`src/rtl/core/glzw_pkg.sv`:
```
// Shared types and constants for the GIF LZW code decoder.
package glzw_pkg;

  localparam int unsigned MAX_CODE_BITS_DEF = 12;
  localparam int unsigned DICT_ENTRIES_DEF  = 4096;

  localparam int unsigned CODE_W  = 12;
  localparam int unsigned CMP_W   = CODE_W + 1;
  localparam int unsigned LEN_W   = 12;
  localparam int unsigned BYTE_W  = 8;
  localparam int unsigned WIDTH_W = 4;
  localparam int unsigned SIZE_W  = 4;

  localparam logic [LEN_W-1:0]  LEN_MAX        = '1;
  localparam logic [SIZE_W-1:0] MIN_SIZE_LO    = SIZE_W'(2);
  localparam logic [SIZE_W-1:0] MIN_SIZE_HI    = SIZE_W'(8);
  localparam logic [SIZE_W-1:0] RESET_MIN_SIZE = SIZE_W'(8);

  typedef enum logic [2:0] {
    ST_EMIT     = 3'd0,
    ST_CLEAR    = 3'd1,
    ST_END      = 3'd2,
    ST_NO_CLEAR = 3'd3,
    ST_BAD      = 3'd4
  } status_e;

  typedef enum logic [1:0] {
    PH_WAIT_CLEAR = 2'd0,
    PH_FIRST      = 2'd1,
    PH_DECODE     = 2'd2,
    PH_ENDED      = 2'd3
  } phase_e;

  // Classification of one code against the current decoder state.
  typedef enum logic [2:0] {
    K_ENDED,
    K_NO_CLEAR,
    K_CLEAR,
    K_EOI,
    K_FIRST_ROOT,
    K_KNOWN,
    K_NEW,
    K_BAD
  } kind_e;

  // One dictionary entry as held in the RAM.
  typedef struct packed {
    logic [BYTE_W-1:0] suffix;
    logic [LEN_W-1:0]  length;
    logic [BYTE_W-1:0] head;
  } entry_t;

endpackage

```
`src/rtl/core/glzw_step.sv`:
```
// Decode stage: classifies each code, updates the dictionary state and holds the result.
module glzw_step #(
  parameter int unsigned MaxCodeBits = glzw_pkg::MAX_CODE_BITS_DEF,
  parameter int unsigned DictEntries = glzw_pkg::DICT_ENTRIES_DEF,
  localparam int unsigned AddrW = $clog2(DictEntries),
  localparam int unsigned NfW   = AddrW + 1
) (
  input  logic                              clk_i,
  input  logic                              rst_ni,
  // code input
  input  logic                              in_valid_i,
  output logic                              in_stall_o,
  input  logic [glzw_pkg::CODE_W-1:0]       code_i,
  // configuration
  input  logic                              cfg_valid_i,
  output logic                              cfg_ready_o,
  input  logic [glzw_pkg::SIZE_W-1:0]       min_code_size_i,
  // dictionary RAM
  output logic                              rd_en_o,
  output logic [AddrW-1:0]                  rd_addr_o,
  input  glzw_pkg::entry_t                  rd_data_i,
  output logic                              wr_en_o,
  output logic [AddrW-1:0]                  wr_addr_o,
  output glzw_pkg::entry_t                  wr_data_o,
  // result
  output logic                              out_valid_o,
  input  logic                              out_stall_i,
  output logic [2:0]                        status_o,
  output logic [glzw_pkg::CODE_W-1:0]       string_code_o,
  output logic [glzw_pkg::LEN_W-1:0]        string_length_o,
  output logic [glzw_pkg::BYTE_W-1:0]       first_byte_o,
  output logic [glzw_pkg::BYTE_W-1:0]       last_byte_o,
  output logic                              entry_added_o,
  output logic [glzw_pkg::CODE_W-1:0]       added_index_o,
  output logic [glzw_pkg::WIDTH_W-1:0]      next_width_o
);

  localparam int unsigned CodeW  = glzw_pkg::CODE_W;
  localparam int unsigned CmpW   = glzw_pkg::CMP_W;
  localparam int unsigned LenW   = glzw_pkg::LEN_W;
  localparam int unsigned ByteW  = glzw_pkg::BYTE_W;
  localparam int unsigned WidthW = glzw_pkg::WIDTH_W;
  localparam int unsigned SizeW  = glzw_pkg::SIZE_W;

  localparam logic [NfW-1:0] NfFull = NfW'(DictEntries);
  localparam logic [NfW-1:0] NfReset =
      NfW'((CodeW'(1) << glzw_pkg::RESET_MIN_SIZE) + CodeW'(2));
  localparam logic [WidthW-1:0] WidthReset = WidthW'(glzw_pkg::RESET_MIN_SIZE) + WidthW'(1);
  localparam logic [WidthW-1:0] WidthMax   = WidthW'(MaxCodeBits);

  // Stage holding the code whose dictionary word is on rd_data_i.
  logic                b_valid_q;
  logic [CodeW-1:0]    b_code_q;

  glzw_pkg::phase_e    phase_q, phase_d;
  logic [NfW-1:0]      next_free_q, next_free_d;
  logic [WidthW-1:0]   code_width_q, code_width_d;
  logic [SizeW-1:0]    size_q;
  logic [LenW-1:0]     prev_len_q, prev_len_d;
  logic [ByteW-1:0]    prev_first_q, prev_first_d;

  logic                out_valid_q;
  glzw_pkg::status_e   status_q, status_d;
  logic [CodeW-1:0]    s_code_q, s_code_d;
  logic [LenW-1:0]     s_len_q, s_len_d;
  logic [ByteW-1:0]    s_first_q, s_first_d;
  logic [ByteW-1:0]    s_last_q, s_last_d;
  logic                added_q, added_d;
  logic [CodeW-1:0]    added_idx_q, added_idx_d;
  logic [WidthW-1:0]   width_out_q;

  logic                accept;
  logic                b_fire;
  logic [SizeW-1:0]    cfg_size;
  logic [CodeW-1:0]    clr;
  logic [CodeW-1:0]    eoi;
  logic [CmpW-1:0]     code_cmp;
  logic [CmpW-1:0]     nf_cmp;
  logic                dict_full;
  logic                is_root;
  logic [LenW-1:0]     look_len;
  logic [ByteW-1:0]    look_first;
  logic [ByteW-1:0]    look_last;
  logic [LenW-1:0]     new_len;
  logic                grow;
  glzw_pkg::kind_e     kind;

  assign b_fire      = b_valid_q && (!out_valid_q || !out_stall_i);
  assign in_stall_o  = b_valid_q && !b_fire;
  assign accept      = in_valid_i && !in_stall_o;
  assign cfg_ready_o = !b_valid_q;

  assign rd_en_o   = accept;
  assign rd_addr_o = code_i[AddrW-1:0];

  always_comb begin
    if (min_code_size_i < glzw_pkg::MIN_SIZE_LO) begin
      cfg_size = glzw_pkg::MIN_SIZE_LO;
    end else if (min_code_size_i > glzw_pkg::MIN_SIZE_HI) begin
      cfg_size = glzw_pkg::MIN_SIZE_HI;
    end else begin
      cfg_size = min_code_size_i;
    end
  end

  assign clr       = CodeW'(1) << size_q;
  assign eoi       = clr + CodeW'(1);
  assign code_cmp  = CmpW'(b_code_q);
  assign nf_cmp    = CmpW'(next_free_q);
  assign dict_full = (next_free_q == NfFull);

  // Root codes are implicit one-byte strings; others come from the RAM.
  assign is_root    = (b_code_q < clr);
  assign look_len   = is_root ? LenW'(1) : rd_data_i.length;
  assign look_first = is_root ? b_code_q[ByteW-1:0] : rd_data_i.head;
  assign look_last  = is_root ? b_code_q[ByteW-1:0] : rd_data_i.suffix;

  // The previous string's length and first byte are kept from its own result.
  assign new_len = (prev_len_q == glzw_pkg::LEN_MAX) ? glzw_pkg::LEN_MAX
                                                     : prev_len_q + LenW'(1);
  assign grow = (nf_cmp == ((CmpW'(1) << code_width_q) - CmpW'(1))) &&
                (code_width_q < WidthMax);

  always_comb begin
    if (phase_q == glzw_pkg::PH_ENDED) begin
      kind = glzw_pkg::K_ENDED;
    end else if (phase_q == glzw_pkg::PH_WAIT_CLEAR && b_code_q != clr) begin
      kind = glzw_pkg::K_NO_CLEAR;
    end else if (b_code_q == clr) begin
      kind = glzw_pkg::K_CLEAR;
    end else if (b_code_q == eoi) begin
      kind = glzw_pkg::K_EOI;
    end else if (phase_q == glzw_pkg::PH_FIRST) begin
      kind = is_root ? glzw_pkg::K_FIRST_ROOT : glzw_pkg::K_BAD;
    end else if (code_cmp < nf_cmp) begin
      kind = glzw_pkg::K_KNOWN;
    end else if (code_cmp == nf_cmp && !dict_full) begin
      kind = glzw_pkg::K_NEW;
    end else begin
      kind = glzw_pkg::K_BAD;
    end
  end

  // Next phase.
  always_comb begin
    phase_d = phase_q;
    case (kind)
      glzw_pkg::K_CLEAR:      phase_d = glzw_pkg::PH_FIRST;
      glzw_pkg::K_EOI:        phase_d = glzw_pkg::PH_ENDED;
      glzw_pkg::K_FIRST_ROOT: phase_d = glzw_pkg::PH_DECODE;
      default:                phase_d = phase_q;
    endcase
  end

  // Result and dictionary update.
  always_comb begin
    status_d     = glzw_pkg::ST_BAD;
    s_code_d     = '0;
    s_len_d      = '0;
    s_first_d    = '0;
    s_last_d     = '0;
    added_d      = 1'b0;
    added_idx_d  = '0;
    next_free_d  = next_free_q;
    code_width_d = code_width_q;
    prev_len_d   = prev_len_q;
    prev_first_d = prev_first_q;
    wr_en_o      = 1'b0;
    wr_addr_o    = next_free_q[AddrW-1:0];
    wr_data_o.suffix = look_first;
    wr_data_o.length = new_len;
    wr_data_o.head   = prev_first_q;
    case (kind)
      glzw_pkg::K_ENDED: begin
        status_d = glzw_pkg::ST_END;
      end
      glzw_pkg::K_NO_CLEAR: begin
        status_d = glzw_pkg::ST_NO_CLEAR;
      end
      glzw_pkg::K_CLEAR: begin
        status_d     = glzw_pkg::ST_CLEAR;
        next_free_d  = NfW'(clr + CodeW'(2));
        code_width_d = WidthW'(size_q) + WidthW'(1);
      end
      glzw_pkg::K_EOI: begin
        status_d = glzw_pkg::ST_END;
      end
      glzw_pkg::K_FIRST_ROOT: begin
        status_d     = glzw_pkg::ST_EMIT;
        s_code_d     = b_code_q;
        s_len_d      = LenW'(1);
        s_first_d    = b_code_q[ByteW-1:0];
        s_last_d     = b_code_q[ByteW-1:0];
        prev_len_d   = LenW'(1);
        prev_first_d = b_code_q[ByteW-1:0];
      end
      glzw_pkg::K_KNOWN: begin
        status_d     = glzw_pkg::ST_EMIT;
        s_code_d     = b_code_q;
        s_len_d      = look_len;
        s_first_d    = look_first;
        s_last_d     = look_last;
        prev_len_d   = look_len;
        prev_first_d = look_first;
        if (!dict_full) begin
          wr_en_o     = 1'b1;
          added_d     = 1'b1;
          added_idx_d = CodeW'(next_free_q);
          next_free_d = next_free_q + NfW'(1);
          if (grow) begin
            code_width_d = code_width_q + WidthW'(1);
          end
        end
      end
      glzw_pkg::K_NEW: begin
        // Code not yet in the table: the string is previous plus its own first byte.
        status_d         = glzw_pkg::ST_EMIT;
        s_code_d         = b_code_q;
        s_len_d          = new_len;
        s_first_d        = prev_first_q;
        s_last_d         = prev_first_q;
        prev_len_d       = new_len;
        wr_en_o          = 1'b1;
        wr_data_o.suffix = prev_first_q;
        added_d          = 1'b1;
        added_idx_d      = CodeW'(next_free_q);
        next_free_d      = next_free_q + NfW'(1);
        if (grow) begin
          code_width_d = code_width_q + WidthW'(1);
        end
      end
      default: begin
        status_d = glzw_pkg::ST_BAD;
      end
    endcase
    if (!b_fire) begin
      wr_en_o = 1'b0;
    end
  end

  always_ff @(posedge clk_i or negedge rst_ni) begin
    if (!rst_ni) begin
      b_valid_q    <= 1'b0;
      out_valid_q  <= 1'b0;
      phase_q      <= glzw_pkg::PH_WAIT_CLEAR;
      next_free_q  <= NfReset;
      code_width_q <= WidthReset;
      size_q       <= glzw_pkg::RESET_MIN_SIZE;
    end else begin
      if (accept) begin
        b_valid_q <= 1'b1;
      end else if (b_fire) begin
        b_valid_q <= 1'b0;
      end
      if (b_fire) begin
        out_valid_q <= 1'b1;
      end else if (!out_stall_i) begin
        out_valid_q <= 1'b0;
      end
      if (cfg_valid_i && cfg_ready_o) begin
        size_q       <= cfg_size;
        phase_q      <= glzw_pkg::PH_WAIT_CLEAR;
        next_free_q  <= NfW'((CodeW'(1) << cfg_size) + CodeW'(2));
        code_width_q <= WidthW'(cfg_size) + WidthW'(1);
      end else if (b_fire) begin
        phase_q      <= phase_d;
        next_free_q  <= next_free_d;
        code_width_q <= code_width_d;
      end
    end
  end

  always_ff @(posedge clk_i) begin
    if (accept) begin
      b_code_q <= code_i;
    end
    if (b_fire) begin
      prev_len_q   <= prev_len_d;
      prev_first_q <= prev_first_d;
      status_q     <= status_d;
      s_code_q     <= s_code_d;
      s_len_q      <= s_len_d;
      s_first_q    <= s_first_d;
      s_last_q     <= s_last_d;
      added_q      <= added_d;
      added_idx_q  <= added_idx_d;
      width_out_q  <= code_width_d;
    end
  end

  assign out_valid_o     = out_valid_q;
  assign status_o        = status_q;
  assign string_code_o   = s_code_q;
  assign string_length_o = s_len_q;
  assign first_byte_o    = s_first_q;
  assign last_byte_o     = s_last_q;
  assign entry_added_o   = added_q;
  assign added_index_o   = added_idx_q;
  assign next_width_o    = width_out_q;

endmodule

```
`config.mk`:
```
export PLATFORM = sky130hd
export DESIGN_NAME = glzw_step
export DESIGN_NICKNAME = d
export VERILOG_FILES = /design/src/rtl/core/glzw_pkg.sv /design/src/rtl/core/glzw_step.sv
export SDC_FILE = /design/constraint.sdc
export NUM_CORES = 1
export LEC_CHECK = 0
export ABC_AREA = 1
export BUFFER_PORTS_ARGS = -buffer_cell sky130_fd_sc_hd__buf_2
export CAP_MARGIN = 20
export CORE_MARGIN = 2
export CORE_UTILIZATION = 45
export DETAILED_ROUTE_END_ITERATION = 16
export PLACE_DENSITY = 0.64
export SYNTH_ARGS = -nofsm -noshare
export SYNTH_HDL_FRONTEND = slang
export SYNTH_SLANG_ARGS = --single-unit
```
`constraint.sdc`:
```
create_clock -name clk_i -period 11 [get_ports clk_i]
set_input_delay 1.1 -clock clk_i [delete_from_list [all_inputs] [get_ports clk_i]]
set_output_delay 1.1 -clock clk_i [all_outputs]
set_load 0.02 [all_outputs]
```
Word level (Yosys, flattened, before mapping) --
Cells that the tools add are included. Widths: inputs -> output; s select.
Storage, ports and cells: register bits 117, input port bits 49, output and inout bits 117
Operators by class: mux-type cells 42, $lt $le $gt $ge 5, equal/unequal tests 17, reductions and logical operators 28, shifts and indexed selects 3, add/sub/neg operators 9
Operators with widths (count):
- $pmux 12 s3 | 2
- $pmux 8 s3 | 2
- $mux 13 | 3
- $pmux 13 s3 | 1
- $mux 12 | 3
- $shl 1x4->13 const A | 2
- $add 12x1->12 const B | 2
- $eq 12x12->1 | 2
- $mux 4 | 6
- $mux 8 | 3
- $pmux 12 s2 | 1
- $pmux 8 s2 | 1
- $add 12x2->13 const B | 1
- $add 13x1->13 const B | 1
- $add 13x3->13 const B | 1
- $eq 12x13->1 | 1
- $eq 13x13->1 | 1
- $eq 13x13->1 const B | 1
- $lt 12x13->1 | 1
- $sub 13x1->13 const B | 1
- $add 4x1->4 const B | 3
- $eq 12x12->1 const B | 1
- $lt 12x12->1 | 1
- $mux 3 | 4
- other kinds (30) | 59

Longest topological paths before layout --
Gate-level depths: netlist of the first run.
depth after elaboration 14, mapped depth 28, mapped depth without buffers 28

Worst setup path after synthesis of the first run --
No wires, ideal clock.
path kind input port to output port, start input out_stall_i, end output wr_en_o, slack 5002 ps, cell stages on the path 5, buffers on the path 0, data arrival time 4898 ps, data required time 9900 ps, cell sequence nand2_1 > inv_1 > nor2_1 > inv_1 > nor2_1
On the way: word-level cells in the longest chain between the ends 4
RTL lines:
- start: declaration | line glzw_step.sv:27 | input logic out_stall_i,
- $logic_not 1->1
- $logic_or 1x1->1 | line glzw_step.sv:88 | assign b_fire = b_valid_q && (!out_valid_q || !out_stall_i);
- $logic_and 1x1->1 | line glzw_step.sv:88
- via b_fire | line glzw_step.sv:73 | logic b_fire;
- $mux 1 | line glzw_step.sv:236 | if (!b_fire) begin
- end: declaration | line glzw_step.sv:22 | output logic wr_en_o,
The timed path passes the listed nets, and every way through them passes these cells.

Final worst setup path of the first run --
start register size_q[1], end output wr_en_o
On the way: word-level cells in the longest chain between the ends 11, elaborated cells between the ends (all ways) 17
RTL lines:
- start: declaration | line glzw_step.sv:58 | logic [SizeW-1:0] size_q;
- start signal: assignment | line glzw_step.sv:248 | size_q <= glzw_pkg::RESET_MIN_SIZE;
- start signal: assignment | line glzw_step.sv:261 | size_q <= cfg_size;
- $shl 1x4->12 * | line glzw_step.sv:106 | assign clr = CodeW'(1) << size_q;
- parallel branches: the longest is 5 deep, another holds $add 12x1->12
- $mux 3 * | line glzw_step.sv:127 | end else if (phase_q == glzw_pkg::PH_WAIT_CLEAR && b_code_q != clr) begin
- $mux 3 * | line glzw_step.sv:125 | if (phase_q == glzw_pkg::PH_ENDED) begin
- $eq 3x3->1
- $pmux 1 s2 *
- via added_d | line glzw_step.sv:68 | logic added_q, added_d;
- $mux 1 * | line glzw_step.sv:236
Mark *: on every way through the listed nets, which the timed path passes.

==> results of run 1 <==
how the worst max path moves through the flow:
stage / from / endpoint / slack (ns) / cells past startpoint
after global routing: size_q[1]$_DFFE_PN0P_ / wr_en_o / 4.44 / 22
final: size_q[1]$_DFFE_PN0P_ / wr_en_o / 5.06 / 22
after global placement: size_q[1]$_DFFE_PN0P_ / wr_en_o / 5.66 / 22
after detailed placement: size_q[1]$_DFFE_PN0P_ / prev_len_q[4]$_DFFE_PP_ / 5.46 / 23
after CTS: size_q[1]$_DFFE_PN0P_ / wr_en_o / 5.03 / 22
after floorplan: out_stall_i / wr_en_o / 5.00 / 5
final cells by class:
class | count | area (um^2) | share of cell area
Tap cell | 229 | 286.5 | 0.03001
Multi-Input combinational cell | 724 | 3935 | 0.4121
Clock inverter | 15 | 168.9 | 0.01769
Inverter | 130 | 496.7 | 0.05202
Sequential cell | 117 | 3395 | 0.3555
Timing Repair Buffer | 167 | 840.8 | 0.08806
Clock buffer | 17 | 425.4 | 0.04456
power by group through the flow:
stage               Sequential, uW  Clock [uW]  Combinational [uW]
floorplan                      861           0                1040
global placement               807           0                1450
detailed placement             808           0                1450
CTS                            801         575                1460
global route                   819         595                1630
finish                         804         571                1470
flip-flops by register name (all words and copies together), names as in the netlist, 3 cells and up:
name,count
code_width_q,4
string_length_o,12
size_q,4
added_index_o,12
b_code_q,12
first_byte_o,8
last_byte_o,8
prev_len_q,12
string_code_o,12
prev_first_q,8
status_o,3
next_width_o,4
next_free_q,13
layer usage:
| metal | routed length (um) | track usage | vias to the layer above |
|---|---|---|---|
| li1 | - | - | 3629 |
| met1 | 10480 | 0.3370 | 3339 |
| met2 | 10540 | 0.3854 | 286 |
| met3 | 1609 | 0.05145 | 42 |
| met4 | 588 | 0.08985 | 0 |
| met5 | 0 | 0 | - |
cell families after synthesis:
| logic type | Yosys count | share of synthesized area |
|---|---|---|
| and+or+nand+nor | 548 | 0.3008 |
| buffers and inverters | 179 | 0.1034 |
| xor gates and xnor gates | 32 | 0.03432 |
| DFF | 117 | 0.4157 |
| adders and majority gates | 48 | 0.07354 |
| AOI/OAI and AO/OA | 96 | 0.07232 |
metrics by stage:
stage | worst slack (ns) | utilization
after detailed placement | 5.457 | 0.5001
after global placement | 5.657 | 0.5001
after floorplan | 5.002 | -
after CTS | 5.028 | 0.5333
after global routing | 4.439 | 0.5333
final | 5.055 | 0.5333
critical path, stage by stage (launching register included):
cell and delay, ns:
dfrtp_1 0.42, inv_1 0.12, ha_1 0.28, inv_1 0.10, nor3_1 0.35, inv_1 0.12, ha_1 0.34, nand2_1 0.09
nand2_1 0.05, nand2_1 0.05, nand2_1 0.04, nand2_1 0.06, nand3_2 0.53, inv_2 0.42, nand2_1 0.08, nand2_1 0.08
nand2_2 0.07, a21oi_2 0.24, nand3_4 0.28, nand2_4 0.18, inv_1 0.18, nor2_1 0.14, buf_2 0.17
placed cells by master, fill, tap and decap left out, drive strengths merged, types with 2 or more instances in the layout:
cell        n
o211ai      4
nor4        4
nor2      105
clkinvlp    2
buf       167
a21o        2
edfxtp     92
or2         4
nand2     302
a32o       14
o21ai      40
bufinv      2
xnor2       3
nand3     111
a21oi      30
dfrtp      20
clkinv      6
clkbuf     17
nand4       9
xor2       29
dfstp       5
nor3       11
inv       135
ha         48
==> run summary, run 1 <==
Status - completed
Mapped Area - 8167 um^2
Fin crit share - 0.5404
Largest cells by area after synthesis - edfxtp_1 34%, nand2_1 13%, ha_1 7.4%, dfrtp_1 6.1%, nand3_1 6.1%
Register area share after synthesis - 0.4157
Iteration-0 DRC Markers - 555
Final WL - 23220 um
Number of clock sinks - 117
Top-area cell type share of the netlist area - 0.3383
Post-route cell area - 9548 um^2
Power Total - 2842 uW
Peak supply drop - 0.1298 mV
Pin count of the biggest net entering global routing - 63
Clk buf depth - 2
Top-count cell post-synth - nand2_1
Post-synthesis cell count - 1020
Total grt overflow - 0
Tmin final - 5.945 ns
Max FO, Critical Path - 36
FP Rows - 49
Max-cap violation count - 0
Worst slew pin tran - 0.9977 ns
Clk_skew - 0.009060 ns
Critical R2R Launch - size_q[1]$_DFFE_PN0P_
Area leader, netlist - edfxtp_1
Final Setup Violations - 0
First-pass DRT Iterations - 5
I/O pin count - 166
Initial Util - 0.4562
Filler Cell Count - 1722
Vias in the first global route - 7007
Setup Buffers After CTS - 0
RSZ-0062 raised after global routing - no
ANT nets after route - 0
Clock Latency Late Sink - 0.43 ns
Hold Path End - out_valid_o$_DFFE_PN0P_
Hold Path Depth - 2
CTS H-tree depth - 4
Crit end category - primary output
Post-route insts no fill - 1399
Post-synth top cells - 290 x nand2_1, 118 x inv_1, 100 x nand3_1
Max-slew violations - 0
Ys async rst share - 0.2137
Required @ worst endpoint - 9.90 ns
WL/cell - 16.60 um
CP Class - reg2out
HP Start - b_valid_q$_DFFE_PN0P_
Maximum clock rate - 0.1682 GHz
Placed cell area - 8954 um^2
Worst R2R Path Depth - 23
Number of port buffers - 165
CTS tree - yes
R2R setup slack - 5.46 ns
Switch share - 0.4837
Placed Cells - 1367
Yosys cell types - 48
Global Route Usage Sum - 0.2451
N_diodes - 0
HP Class - reg2reg
Residual DRC - 0
WHS - 0.5186 ns
Seq pwr share - 0.283
CTS buffer count - 17
Power per cell area - 297.6 nW/um^2
Slew HR - 0.3324
CTS resizes - 0
Mean Syn Cell Area - 8.006 um^2
Arr. time, crit path - 4.84 ns
Clock power share - 0.201
Leak - 0.004765 uW
Final hold vios - 0
Psw - 1374 uW
Share of cells above drive strength 1 - 0.2171
Top FF cell, synth - edfxtp_1
CTS Root Buffer Type - clkbuf_16
Setup TNS - 0 ns
Initial antenna violation count - 0
YS warnings - 0
Clk pin slew, worst setup/hold paths - 0.06 ns
First-pass GRT wire length - 37070 um
Die area - 19240 um^2
Final HPWL DP - 17580 um
Die height - 138.7 um
Syn-to-layout area delta - 16.91%
Via Count - 7296
Logic pwr share - 0.516
Routability cong. - 0.9350
Die X - 138.7 um
Synth Net Count - 1117
CP startpoint kind - flop
Core ar. - 17900 um^2
Int Pwr - 1467 uW
Vias/cell - 5.215
EDFF count, synth - 92
Synth Register Bits - 117
Reg2reg end - prev_len_q[8]$_DFFE_PP_
# hold bufs at CTS - 0
Nets - 1254
Power figures use the tool's default switching activity.
==> run 2: changes to the inputs <==
--- a/config.mk
+++ b/config.mk
@@ -5,13 +5,13 @@
 export SDC_FILE = /design/constraint.sdc
 export NUM_CORES = 1
 export LEC_CHECK = 0
-export ABC_AREA = 1
+export ABC_AREA = 0
 export BUFFER_PORTS_ARGS = -buffer_cell sky130_fd_sc_hd__buf_2
 export CAP_MARGIN = 20
 export CORE_MARGIN = 2
 export CORE_UTILIZATION = 45
 export DETAILED_ROUTE_END_ITERATION = 16
-export PLACE_DENSITY = 0.64
+export PLACE_DENSITY = 0.65
 export SYNTH_ARGS = -nofsm -noshare
 export SYNTH_HDL_FRONTEND = slang
 export SYNTH_SLANG_ARGS = --single-unit
==> constraint.sdc (replaced) <==
create_clock -name clk_i -period 5.9 [get_ports clk_i]
set_input_delay 0.59 -clock clk_i [delete_from_list [all_inputs] [get_ports clk_i]]
set_output_delay 0.59 -clock clk_i [all_outputs]
set_load 0.02 [all_outputs]
==> run summary, run 2 <==
CTS Root Buffer Type - clkbuf_16
Crit end category - primary output
ANT nets after route - 0
Nets - 1013
Post-synthesis cell count - 789
Required @ worst endpoint - 5.31 ns
Clock Latency Late Sink - 0.42 ns
Global Route Usage Sum - 0.2351
Synth Register Bits - 117
Yosys cell types - 73
FP Rows - 48
Status - completed
Total grt overflow - 0
Psw - 813.4 uW
Register area share after synthesis - 0.4305
Pin count of the biggest net entering global routing - 40
Register Area - 3395 um^2
First-pass GRT wire length - 33170 um
Initial Util - 0.4575
Int Pwr - 1834 uW
Max-slew violations - 0
Top FF cell, synth - edfxtp_1
Core ar. - 17240 um^2
YS warnings - 0
Die X - 136.4 um
Peak supply drop - 0.1817 mV
Mean Syn Cell Area - 9.994 um^2
Final hold vios - 0
Vias in the first global route - 6133
Routability cong. - 0.9202
Final Setup Violations - 0
Most common cell after layout, fill and taps aside - buf_2
RSZ-0062 raised after global routing - no
First-pass DRT Iterations - 5
Setup ws final - 0.5957 ns
HP Class - in2async
Clk pin slew, worst setup/hold paths - 0.06 ns
Share of cells above drive strength 1 - 0.2562
Filler Cell Count - 1583
CP Class - reg2out
Final WL - 21990 um
N_diodes - 0
Worst slew pin tran - 0.8991 ns
Iteration-0 DRC Markers - 402
EDFF count, synth - 92
Leak - 0.003943 uW
Top-count cell post-synth - edfxtp_1
Area of the multi-input gates - 3948 um^2
Vias/cell - 5.767
CTS buffer count - 17
Setup Buffers After CTS - 0
Die area - 18600 um^2
WL/cell - 19.05 um
Ys async rst share - 0.2137
Biggest register - next_free_q
Number of clock sinks - 117
Clock power share - 0.400
Clk buf depth - 2
Area leader, netlist - edfxtp_1
R2R setup slack - 1.04 ns
Largest cells by area after synthesis - edfxtp_1 35%, ha_1 7.6%, dfrtp_1 6.3%, mux2i_1 3.4%, o21ai_0 3.2%
Final HPWL DP - 16170 um
Mapped Area - 7885 um^2
Post-synth top cells - 92 x edfxtp_1, 61 x nand2_1, 51 x nor2_1, 51 x o21ai_0, 48 x ha_1
Top-area cell type share of the netlist area - 0.3504
Synth Net Count - 886
Power per cell area - 285.1 nW/um^2
Switch share - 0.3072
Number of flip-flops in the largest register - 13
# hold bufs at CTS - 0
Arr. time, crit path - 4.71 ns
Seq pwr share - 0.389
Via Count - 6655
Die height - 136.4 um
Maximum clock rate - 0.1885 GHz
Commonest cells after routing, fill and taps aside - 165 x buf_2, 92 x edfxtp_1, 61 x nand2_1, 51 x o21ai_0, 50 x nor2_1
I/O pin count - 166
Fin crit share - 0.8990
Clk_skew - 0.007948 ns
Slew HR - 0.3997
CTS tree - yes
CTS H-tree depth - 4
Syn-to-layout area delta - 17.76%
Residual DRC - 0
Number of port buffers - 165
Setup TNS - 0 ns
Max FO, Critical Path - 31
Max-cap violation count - 0
Tmin final - 5.304 ns
CP startpoint kind - flop
CTS resizes - 0
Initial antenna violation count - 0
Logic pwr share - 0.212
Worst slack at placement - 0.8145 ns
-- run 2: kinds of logic after synthesis --
logic type	after synthesis	share of synthesized area
muxes	38	0.04998
and+or+nand+nor	245	0.1571
buffers and inverters	110	0.06934
adders and majority gates	48	0.07617
AOI/OAI and AO/OA	195	0.1769
DFF	117	0.4305
xor gates and xnor gates	36	0.03999
-- run 2: stage by stage --
step                      instances  utilization  total power (uW)  area (um^2)  hold WS [ns]
after floorplan                 789            -              1437         7885        0.2944
after detailed placement       1122       0.5034              1597         8677        0.5169
after CTS                      1154       0.5386              2659         9284        0.1922
final                          1154       0.5387              2648         9285        0.1811
after global placement         1122       0.5034              1595         8677        0.5062
after global routing           1154       0.5387              2761         9285        0.2127
-- run 2: path summary, 6_finish.rpt --
kind,start,cells after the start,endpoint
max,size_q[0]$_DFFE_PN0P_,14,wr_data_o[23]
min,rst_ni,1,code_width_q[2]$_DFFE_PN0P_
max reg2reg,size_q[0]$_DFFE_PN0P_,15,next_free_q[9]$_DFFE_PN0P_
min reg2reg,out_valid_o$_DFFE_PN0P_,2,out_valid_o$_DFFE_PN0P_
max in group asynchronous,rst_ni,1,next_free_q[5]$_DFFE_PN0P_
min in group clk_i,code_i[7],1,b_code_q[7]$_DFFE_PP_
-- run 2: area by class of cell --
class | instances | share of cell area
clock inverters | 15 | 0.01954
inverters | 45 | 0.01819
repair buffers | 173 | 0.09540
well taps | 225 | 0.03032
multi-input cells | 562 | 0.4251
clock buffers | 17 | 0.04582
flip-flops and latches | 117 | 0.3656
-- run 2: routing by layer --
metal | up-vias | global-route usage | routed length, um
li1 | 3165 | - | -
met1 | 3171 | 0.3149 | 9403
met2 | 284 | 0.3741 | 10330
met3 | 35 | 0.04474 | 1681
met4 | 0 | 0.09664 | 566
met5 | - | 0 | 0
-- run 2: worst max-delay path: stages, from the launching register on --
cell and delay, ns:
dfrtp_1 0.43, inv_1 0.13, ha_1 0.35, nor2b_1 0.25
nand2_1 0.11, ha_1 0.32, nand4_1 0.13, or4_1 0.75
inv_1 0.18, o21ai_0 0.23, o221ai_1 0.25, o2111a_2 0.65
nand2_1 0.16, o21ai_0 0.13, buf_2 0.20
-- run 2: power by group through the flow --
stage,Sequential (uW),Combinational (uW),Clock [uW]
3_5_place_dp,1040,554,0
3_3_place_gp,1040,552,0
6_report,1030,561,1060
4_1_cts,1030,559,1070
2_1_floorplan,1040,400,0
5_1_grt,1040,615,1110
